`src/swmd_pkg.sv`:
```
// Shared types and constants for the sliding-window median deviation block.
// No dependencies; imported by the controller, the datapath and the top level.
`default_nettype none

package swmd_pkg;

    localparam int WINDOW_MAX_DEF  = 1024;
    localparam int SAMPLE_BITS_DEF = 32;
    localparam int CFG_W           = 11;
    localparam int COST_W          = 41;
    localparam int IN_TDATA_W      = 32;
    localparam int OUT_TDATA_W     = 48;

    // Controller to datapath commands
    typedef struct packed {
        logic load;       // latch the incoming sample and flag
        logic rm_start;   // capture the evicted value, reset the scan
        logic rm_rd;      // read sorted entry at the scan index
        logic rm_ex;      // compare or shift one entry down
        logic ins_start;  // set the insert position, grow the fill count if not full
        logic ins_rd;     // read the entry below the insert position
        logic ins_ex;     // shift one entry up or place the sample
        logic ins_put;    // place the sample at the bottom slot
        logic sum_start;  // clear the half sums and the index
        logic sum_rd;     // read sorted entry at the sum index
        logic sum_ex;     // accumulate one entry
        logic finish;     // write the ring, advance, emit the result
    } swmd_cmd_t;

    // Datapath to controller status
    typedef struct packed {
        logic full;       // window holds k samples
        logic idx_last;   // index is at k-1
        logic idx_zero;   // index is zero
        logic ins_gt;     // read entry is greater than the sample
        logic out_busy;   // result register holds a result not taken
    } swmd_status_t;

endpackage

`default_nettype wire

```
`src/swmd_ctrl.sv`:
```
// Sequencing state machine for the sliding-window median deviation block.
// Depends on swmd_pkg for the command and status structs.
`default_nettype none

module swmd_ctrl (
    input  wire logic                   clk,
    input  wire logic                   rst_n,
    input  wire logic                   in_valid,
    output logic                        in_ready,
    input  wire swmd_pkg::swmd_status_t st,
    output swmd_pkg::swmd_cmd_t         cmd
);
    import swmd_pkg::*;

    typedef enum logic [10:0] {
        S_IDLE     = 11'b000_0000_0001,
        S_START    = 11'b000_0000_0010,
        S_RM_RD    = 11'b000_0000_0100,
        S_RM_EX    = 11'b000_0000_1000,
        S_INS_INIT = 11'b000_0001_0000,
        S_INS_RD   = 11'b000_0010_0000,
        S_INS_EX   = 11'b000_0100_0000,
        S_SUM_INIT = 11'b000_1000_0000,
        S_SUM_RD   = 11'b001_0000_0000,
        S_SUM_EX   = 11'b010_0000_0000,
        S_FINISH   = 11'b100_0000_0000
    } swmd_state_t;

    swmd_state_t state_reg, state_next;

    // Hold the state
    always_ff @(posedge clk or negedge rst_n)
    begin
        if (!rst_n)
        begin
            state_reg <= S_IDLE;
        end
        else
        begin
            state_reg <= state_next;
        end
    end

    assign in_ready = (state_reg == S_IDLE);

    // Decide the next step and drive commands
    always_comb
    begin
        state_next = state_reg;
        cmd        = '0;
        case (state_reg)
            S_IDLE:
            begin
                if (in_valid)
                begin
                    cmd.load   = 1'b1;
                    state_next = S_START;
                end
            end
            S_START:
            begin
                if (st.full)
                begin
                    cmd.rm_start = 1'b1;
                    state_next   = S_RM_RD;
                end
                else
                begin
                    cmd.ins_start = 1'b1;
                    state_next    = S_INS_RD;
                end
            end
            S_RM_RD:
            begin
                cmd.rm_rd  = 1'b1;
                state_next = S_RM_EX;
            end
            S_RM_EX:
            begin
                cmd.rm_ex  = 1'b1;
                state_next = st.idx_last ? S_INS_INIT : S_RM_RD;
            end
            S_INS_INIT:
            begin
                cmd.ins_start = 1'b1;
                state_next    = S_INS_RD;
            end
            S_INS_RD:
            begin
                if (st.idx_zero)
                begin
                    cmd.ins_put = 1'b1;
                    state_next  = st.full ? S_SUM_INIT : S_FINISH;
                end
                else
                begin
                    cmd.ins_rd = 1'b1;
                    state_next = S_INS_EX;
                end
            end
            S_INS_EX:
            begin
                cmd.ins_ex = 1'b1;
                if (st.ins_gt)
                begin
                    state_next = S_INS_RD;
                end
                else
                begin
                    state_next = st.full ? S_SUM_INIT : S_FINISH;
                end
            end
            S_SUM_INIT:
            begin
                cmd.sum_start = 1'b1;
                state_next    = S_SUM_RD;
            end
            S_SUM_RD:
            begin
                cmd.sum_rd = 1'b1;
                state_next = S_SUM_EX;
            end
            S_SUM_EX:
            begin
                cmd.sum_ex = 1'b1;
                state_next = st.idx_last ? S_FINISH : S_SUM_RD;
            end
            S_FINISH:
            begin
                if (!(st.full && st.out_busy))
                begin
                    cmd.finish = 1'b1;
                    state_next = S_IDLE;
                end
            end
            default:
            begin
                state_next = S_IDLE;
            end
        endcase
    end

    // Input is only taken while idle
    a_ready_idle: assert property (@(posedge clk) disable iff (!rst_n)
        in_ready |-> (state_reg == S_IDLE))
        else $error("ready outside idle");

    // A load always leads to the start step
    a_load_start: assert property (@(posedge clk) disable iff (!rst_n)
        (in_valid && in_ready) |=> (state_reg == S_START))
        else $error("load did not reach start");

    // Finish leaves the controller idle
    a_finish_idle: assert property (@(posedge clk) disable iff (!rst_n)
        cmd.finish |=> (state_reg == S_IDLE))
        else $error("finish did not return to idle");

endmodule

`default_nettype wire

```
`config.mk`:
```
export PLATFORM = sky130hd
export DESIGN_NAME = swmd_ctrl
export DESIGN_NICKNAME = d
export VERILOG_FILES = /design/src/swmd_pkg.sv /design/src/swmd_ctrl.sv
export SDC_FILE = /design/constraint.sdc
export NUM_CORES = 1
export LEC_CHECK = 0
export ABC_AREA = 0
export BUFFER_PORTS_ARGS = -buffer_cell sky130_fd_sc_hd__buf_2
export CAP_MARGIN = 10
export CORE_MARGIN = 2
export CORE_UTILIZATION = 45
export CTS_BUF_LIST = sky130_fd_sc_hd__clkbuf_16
export CTS_CLUSTER_SIZE = 10
export DETAILED_ROUTE_END_ITERATION = 10
export GPL_TIMING_DRIVEN = 0
export PLACE_DENSITY = 0.73
export SLEW_MARGIN = 20
export SYNTH_ARGS = -nofsm -noshare
export SYNTH_HDL_FRONTEND = slang
export SYNTH_SLANG_ARGS = --single-unit
```
`constraint.sdc`:
```
create_clock -name clk -period 1.6 [get_ports clk]
set_input_delay 0.24 -clock clk [delete_from_list [all_inputs] [get_ports clk]]
set_output_delay 0.24 -clock clk [all_outputs]
set_load 0.01 [all_outputs]
```
==> tab_implementation.tex, run 1 <==
\begin{tabular}{lr}
\hline
Metric & Value \\
\hline
\multicolumn{2}{l}{\textbf{Timing}} \\
\quad Setup\_tns & -6.02 ns \\
\quad Fin. max-slew vios & 0 \\
\quad Normalized max-slew margin & 0.743 \\
\quad Hold Fails Final Rpt & 0 \\
\quad Final hold slack & between 0.2 and 0.25 ns \\
\quad Min setup slack post-route & -0.516 ns \\
\quad Unrepaired setup endpoints after global routing & yes \\
\quad Period utilisation layout & 1.32 \\
\quad Total setup violations reported at the end of the flow & 22 \\
\quad Final worst path period need & 2.12 ns \\
\quad Pin slew with the least headroom to its limit & about 0.38 ns \\
\quad Highest clock frequency the design can meet & between 400 and 500 MHz \\
\quad Setup clock skew after layout & 0.00507 ns \\
\multicolumn{2}{l}{\textbf{Synth}} \\
\quad Post-synth EDFFs & 0 \\
\quad Number of warnings reported in the yosys synthesis log & 0 \\
\quad Net count of the mapped netlist & between 90 and 100 \\
\quad Netlist cell types & 38 \\
\quad Netlist area before placement & around 770 sq um \\
\quad Proportion of synthesized flip-flops having asynchronous set or reset & 1.00 \\
\quad Most numerous cell in the Yosys netlist & dfrtp\_1 \\
\quad Largest cells by area after synthesis & dfrtp\_1 (33\%), nor4b\_1 (4.6\%), nor2\_1 (4.4\%) \\
\quad Sequential cell area fraction in the yosys report & 0.361 \\
\quad Most used DFF post-synth & dfrtp\_1 \\
\quad Syn avg cell area & around 8.9 sq um \\
\quad Cell taking the most area after synthesis & dfrtp\_1 \\
\quad Synth top cells by count & dfrtp\_1 (10), nor2\_1 (9), inv\_1 (6), nand2\_1 (6), nor4b\_1 (4) \\
\quad Count of state elements after synthesis & 11 \\
\quad Number of instances in the synthesized netlist & 86 \\
\quad Top-area cell type share of the netlist area & 0.326 \\
\multicolumn{2}{l}{\textbf{GRT}} \\
\quad Pin count of the biggest net entering global routing & 12 \\
\quad Via count of the first global-routing pass & 841 \\
\quad Number of antenna violations at the first check in global routing & 0 \\
\quad Remaining global-route overflow & 0 \\
\quad Global-route wire length before repair & between 4000 and 5000 um \\
\quad Total GRT Usage & 0.282 \\
\multicolumn{2}{l}{\textbf{Die}} \\
\quad X dimension of the die & between 40 and 50 um \\
\quad Core area & between 1500 and 2000 sq um \\
\quad Number of rows in the core area & 14 \\
\quad Initial cell density of the core & 0.492 \\
\quad Die Height & between 40 and 50 um \\
\quad I/O pins & 21 \\
\quad Die area & between 2000 and 2500 sq um \\
\multicolumn{2}{l}{\textbf{Critical path}} \\
\quad Worst setup path class & reg2out \\
\quad Sort of element at the end of the critical path & output pin \\
\quad Worst reg2reg setup slack & -0.18 ns \\
\quad Startpoint kind of the worst setup timing path & register \\
\quad Worst path arrival time & approximately 1.9 ns \\
\quad Required time of the critical path & $\sim$1.4 ns \\
\quad Top fanout value on the critical path & 3 \\
\quad RR Startpoint & state\_reg[7]\$\_DFFE\_PN0P\_ \\
\quad Depth of the worst register-to-register path & 6 \\
\quad Capture instance of the worst register-to-register path & state\_reg[0]\$\_DFFE\_PN1P\_ \\
\multicolumn{2}{l}{\textbf{Power and ir drop}} \\
\quad Power Total & around 0.0019 W \\
\quad Sequential fraction of design power & 0.211 \\
\quad Internal Pwr Total & approximately 0.0012 W \\
\quad Switching share of total power & 0.391 \\
\quad Static leakage & between 0.6 and 0.7 nW \\
\quad Clock share of power & 0.241 \\
\quad Pwr per Cell Area & 1450 nW/um\^{}2 \\
\quad Share of power burned in combinational logic & 0.548 \\
\quad Switching component of the power & 0.000745 W \\
\quad Peak ir drop on the vdd network & approximately 1.1 mV \\
\multicolumn{2}{l}{\textbf{Clock tree}} \\
\quad Number of sinks on the clock net & 11 \\
\quad Clock-pin slew of the registers on the worst-case setup and hold paths & around 0.040 ns \\
\quad Maximum clock insertion buffer count & 2 \\
\quad Worst-Skew Late Latency & around 0.24 ns \\
\quad TritonCTS clock tree & done \\
\quad CTS Buf Count & 3 \\
\quad Number of levels the H-tree was split into & 1 \\
\quad Clk root buf & clkbuf\_16 \\
\multicolumn{2}{l}{\textbf{Hold path}} \\
\quad Hold Crit Class & in2reg \\
\quad Startpoint of the lowest-slack hold path & st[1] \\
\quad Hold worst-path end & state\_reg[5]\$\_DFFE\_PN0P\_ \\
\quad Hold Path Cell Cnt & 2 \\
\multicolumn{2}{l}{\textbf{Cells and area}} \\
\quad Final instance area & roughly 1300 sq um \\
\quad Filler cells & 82 \\
\quad Number of inserted diodes & 0 \\
\quad Fraction of layout cells with a size suffix above 1 & 0.626 \\
\quad Flip-flop count of the largest register, all copies and words added & 11 \\
\quad P\&R area growth vs syn & 71.5\% \\
\quad Total Nets Final & 140 \\
\multicolumn{2}{l}{\textbf{Placement}} \\
\quad Port Buffers & 20 \\
\quad Detailed Place HPWL & around 1400 um \\
\quad Instance area after placement & 945 sq um \\
\quad Post-placement setup slack & -0.283 ns \\
\quad Routability cong. & about 0.78 \\
\multicolumn{2}{l}{\textbf{Job}} \\
\quad Total of max-cap violations & 0 \\
\multicolumn{2}{l}{\textbf{Route}} \\
\quad Final ANT Viol Nets & 0 \\
\quad Vias per std cell & 6.41 \\
\quad Count of vias placed by the detailed router & 943 \\
\quad DR pass1 iterations & 4 \\
\quad Number of design rule violations left after detail routing & 0 \\
\quad 1st-iter DRT viols & 60 \\
\quad Wire length per cell after detailed routing & around 22 um \\
\quad Total routed wirelength & about 3200 um \\
\multicolumn{2}{l}{\textbf{Status}} \\
\quad Status & complete, but fails checks \\
\quad Violated checks & negative setup slack \\
\hline
\end{tabular}
==> power by group through the flow <==
stage	Clock (W)	Sequential [W]	Combinational, W
6_report	0.000459	0.000403	0.00105
5_1_grt	0.000472	0.000409	0.00109
4_1_cts	0.000463	0.000357	0.000864
3_5_place_dp	0	0.000373	0.000670
3_3_place_gp	0	0.000371	0.000661
2_1_floorplan	0	0.000363	0.000529
==> critical path, cell delays in order (launching register included) <==
cell and delay [ns]:
dfrtp_2 0.43, or4_4 0.58, nor3_4 0.16, nand3_2 0.16
nor2_2 0.17, buf_2 0.15
==> worst max path at each step <==
stage	from	endpoint	slack, ns	depth (start not counted)
global placement	state_reg[8]$_DFFE_PN0P_	cmd[8]	-0.29	4
global route	state_reg[4]$_DFFE_PN0P_	cmd[0]	-0.55	5
finish	state_reg[8]$_DFFE_PN0P_	cmd[6]	-0.52	5
floorplan	state_reg[4]$_DFFE_PN0P_	cmd[0]	-0.09	4
detailed placement	state_reg[8]$_DFFE_PN0P_	cmd[8]	-0.28	4
CTS	state_reg[8]$_DFFE_PN0P_	cmd[6]	-0.46	5
==> final cells by class <==
| cell class | instances | area, sq um | share of cell area |
|---|---|---|---|
| buffer | 1 | 15.0 | 0.0114 |
| clock buffer | 3 | 75.1 | 0.0571 |
| clock inverter | 1 | 3.75 | 0.00285 |
| inverter | 6 | 22.5 | 0.0171 |
| multi-input combinational | 65 | 593 | 0.451 |
| sequential | 11 | 285 | 0.217 |
| tap | 16 | 20.0 | 0.0152 |
| timing repair buffer | 44 | 300 | 0.228 |
==> stage by stage <==
step                utilization  cells
global route              0.843    147
detailed placement        0.606    122
global placement          0.606    122
CTS                       0.738    137
finish                    0.843    147
floorplan                     -     86
==> logic make-up after synthesis <==
family | count (synthesis) | synth area share
compound gates | 16 | 0.155
simple gates | 47 | 0.401
flops | 11 | 0.361
xor+xnor | 2 | 0.0228
buf+inv | 10 | 0.0604
==> cells in the final DEF, fill, tap and decap left out, types with 4 or more instances in the layout <==
cell and instances:
buf_2 19, dfrtp_2 7, buf_6 4, inv_1 6, nand2_1 6, nor2_1 6, buf_4 20
==> timing repair <==
action                                 CTS  global route
buffers inserted                        11            15
hold buffers                             1             0
cloned                                   0             0
pin swaps                               10            10
setup endpoints to repair               21            22
resized for setup                       11            19
endpoints found under the hold margin   10             0
==> metal layers <==
layer,share of wire,global-route usage
met1,0.41,0.373
met2,0.48,0.443
met3,0.076,0.0600
met4,0.039,0.124
met5,0,0
No activity file was read; power rests on OpenSTA's default activity.
==> run 2, diff against run 1 <==
Settings changed: PLACE_DENSITY 0.73 to 0.74.
==> run 2 against run 1 <==
  * The flow still finishes with violations (negative setup slack)
  * Via count is 3.4% lower
  * Sequential share of layout area is 0.35 points lower
  * Core utilization grew 1.4 points
  * Clock power decreased by 2%
  * Clock-buffer cell count did not move
  * Critical path type unchanged
  * First-iteration DRC count decreased by 43%
  * Critical endpoint unchanged
  * Largest cell class unchanged
  * Fmax hardly changed
  * Critical path depth unchanged
  * Total power increased by 2.2%
  * Worst setup slack got worse by 0.0013 ns
  * Die area unchanged
  * Cell count grew 1.4%
==> tab_implementation.tex, run 2 (synthesis results as in run 1) <==
\begin{tabular}{lr}
\hline
Metric & Value \\
\hline
\multicolumn{2}{l}{\textbf{Timing}} \\
\quad Setup clock skew after layout & 0.00389 ns (-0.00119 ns) \\
\quad Pin slew with the least headroom to its limit & 0.324 ns (-0.0605 ns) \\
\quad Total setup violations reported at the end of the flow & 19 (-14\%) \\
\quad Normalized max-slew margin & 0.783 (+0.0406) \\
\quad Final worst path period need & 2.12 ns (+0.00130 ns) \\
\quad Final hold slack & 0.236 ns (-0.00916 ns) \\
\quad Period utilisation layout & 1.32 (about the same) \\
\quad Hold Fails Final Rpt & 0 (unchanged) \\
\quad Unrepaired setup endpoints after global routing & yes \\
\quad Min setup slack post-route & -0.517 ns (-0.00130 ns) \\
\quad Highest clock frequency the design can meet & 472 MHz (about the same) \\
\quad Setup\_tns & -6.35 ns (-0.332 ns) \\
\quad Fin. max-slew vios & 0 (unchanged) \\
\multicolumn{2}{l}{\textbf{GRT}} \\
\quad Number of antenna violations at the first check in global routing & 0 (unchanged) \\
\quad Remaining global-route overflow & 0 (unchanged) \\
\quad Via count of the first global-routing pass & 823 (-2.1\%) \\
\quad Total GRT Usage & 0.281 (-0.00143) \\
\quad Global-route wire length before repair & 4060 um (-0.83\%) \\
\quad Pin count of the biggest net entering global routing & 12 (unchanged) \\
\multicolumn{2}{l}{\textbf{Die}} \\
\quad Initial cell density of the core & 0.492 (unchanged) \\
\quad X dimension of the die & 45.3 um (unchanged) \\
\quad Die Height & 45.3 um (unchanged) \\
\quad I/O pins & 21 (unchanged) \\
\quad Number of rows in the core area & 14 (unchanged) \\
\quad Die area & 2050 sq um (unchanged) \\
\quad Core area & 1560 sq um (unchanged) \\
\multicolumn{2}{l}{\textbf{Route}} \\
\quad Wire length per cell after detailed routing & 20.9 um (-3.2\%) \\
\quad DR pass1 iterations & 4 (unchanged) \\
\quad Total routed wirelength & 3110 um (-1.9\%) \\
\quad 1st-iter DRT viols & 34 (-43\%) \\
\quad Final ANT Viol Nets & 0 (unchanged) \\
\quad Vias per std cell & 6.11 (-4.7\%) \\
\quad Count of vias placed by the detailed router & 911 (-3.4\%) \\
\quad Number of design rule violations left after detail routing & 0 (unchanged) \\
\multicolumn{2}{l}{\textbf{Cells and area}} \\
\quad Register area & 285 sq um (unchanged) \\
\quad Most common cell after layout, fill and taps aside & buf\_4 \\
\quad Top library cells by usage in the layout, fill and taps aside & buf\_4 (23), buf\_2 (18), dfrtp\_2 (7), inv\_1 (6) \\
\quad Flip-flop count of the largest register, all copies and words added & 11 (unchanged) \\
\quad P\&R area growth vs syn & 74.2\% \\
\quad Final Util & 0.857 (+0.0136) \\
\quad Fraction of layout cells with a size suffix above 1 & 0.639 (+0.0131) \\
\quad Filler cells & 82 (unchanged) \\
\quad Area of the multi-input gates & 597 sq um (+0.63\%) \\
\quad Total Nets Final & 142 (+1.4\%) \\
\quad Non-filler cells in the finished layout & 149 (+1.4\%) \\
\quad Number of inserted diodes & 0 (unchanged) \\
\multicolumn{2}{l}{\textbf{Critical path}} \\
\quad Startpoint kind of the worst setup timing path & register \\
\quad Sort of element at the end of the critical path & output pin \\
\quad Required time of the critical path & 1.36 ns (about the same) \\
\quad Worst setup path class & reg2out \\
\quad Worst reg2reg setup slack & -0.22 ns (-0.04 ns) \\
\quad Depth of the worst register-to-register path & 7 (+1) \\
\quad Top fanout value on the critical path & 4 (+1) \\
\quad Worst path arrival time & 1.88 ns (about the same) \\
\multicolumn{2}{l}{\textbf{Clock tree}} \\
\quad Number of sinks on the clock net & 11 (unchanged) \\
\quad Worst-Skew Late Latency & 0.24 ns (about the same) \\
\quad CTS Buf Count & 3 (unchanged) \\
\quad Number of levels the H-tree was split into & 1 (unchanged) \\
\quad Maximum clock insertion buffer count & 2 (unchanged) \\
\quad Clock-pin slew of the registers on the worst-case setup and hold paths & 0.04 ns (about the same) \\
\quad Clk root buf & clkbuf\_16 \\
\quad TritonCTS clock tree & done \\
\multicolumn{2}{l}{\textbf{Power and ir drop}} \\
\quad Power Total & 0.00195 W (+2.2\%) \\
\quad Pwr per Cell Area & 1460 nW/um\^{}2 (+0.56\%) \\
\quad Static leakage & 0.667 nW (+4.1\%) \\
\quad Peak ir drop on the vdd network & 1.40 mV (+31\%) \\
\multicolumn{2}{l}{\textbf{Placement}} \\
\quad Number of instances in the placed design & 122 (unchanged) \\
\quad Routability cong. & 0.790 (+1.1\%) \\
\quad Port Buffers & 20 (unchanged) \\
\quad Detailed Place HPWL & 1400 um (+2.5\%) \\
\multicolumn{2}{l}{\textbf{Hold path}} \\
\quad Hold Crit Class & in2reg \\
\quad Hold Path Cell Cnt & 2 (unchanged) \\
\multicolumn{2}{l}{\textbf{Status}} \\
\quad Violated checks & negative setup slack \\
\quad Status & complete, but fails checks \\
\multicolumn{2}{l}{\textbf{Job}} \\
\quad Total of max-cap violations & 0 (unchanged) \\
\hline
\end{tabular}
run 2: cell types whose count changed in the layout (fill, tap and decap cells not counted), sizes merged:
cell | previous run | this run
buf | 44 | 46
run 2: report_power, final:
group / internal, W / switching [W] / leakage [nW] / total (W)
Combinational: 0.000526 / 0.000572 / 0.487 / 0.00110
Clock: 0.000328 / 0.000123 / 0.0423 / 0.000451
Sequential: 0.000333 / 0.0000681 / 0.138 / 0.000401
Total: 0.00119 / 0.000763 / 0.667 / 0.00195
run 2: stage by stage:
stage                     area, sq um  worst slack (ns)
after global placement            945            -0.264
after global routing             1340            -0.525
after CTS                        1140            -0.466
final                            1340            -0.517
after floorplan                   825           -0.0856
after detailed placement          945            -0.293
run 2: layout make-up:
type | count | area share
Clock buffer | 3 | 0.0562
Buffer | 1 | 0.0112
Sequential cell | 11 | 0.213
Timing Repair Buffer | 46 | 0.238
Multi-Input combinational cell | 65 | 0.447
Inverter | 6 | 0.0169
Clock inverter | 1 | 0.00281
Tap cell | 16 | 0.0150
run 2: path summary, 6_finish.rpt:
check | to | start
setup / recovery | cmd[6] | state_reg[8]$_DFFE_PN0P_
hold / removal | state_reg[5]$_DFFE_PN0P_ | st[1]
setup reg to reg | state_reg[0]$_DFFE_PN1P_ | state_reg[5]$_DFFE_PN0P_
hold reg to reg | state_reg[9]$_DFFE_PN0P_ | state_reg[8]$_DFFE_PN0P_
max in group asynchronous | state_reg[0]$_DFFE_PN1P_ | rst_n
min in group asynchronous | state_reg[10]$_DFFE_PN0P_ | rst_n
run 2: repair_timing:
item / in CTS / in global routing
hold buffers: 1 / 0
resized for setup: 11 / 18
endpoints found under the setup margin: 20 / 21
pin swaps: 9 / 9
endpoints found under the hold margin: 10 / 0
buffers inserted: 8 / 18
run 2: metal layers:
| layer | GRT usage | up-vias | part of all wire |
|---|---|---|---|
| met3 | 0.0560 | 8 | 0.040 |
| met1 | 0.349 | 455 | 0.42 |
| li1 | - | 412 | - |
| met5 | 0 | - | 0 |
| met4 | 0.129 | 0 | 0.022 |
| met2 | 0.466 | 36 | 0.52 |
run 2: critical path: stages, from the launching register on:
cell     delay [ns]
dfrtp_2        0.42
or4_4          0.58
nor3_4         0.24
nand3_2        0.16
nor2_2         0.10
buf_2          0.13
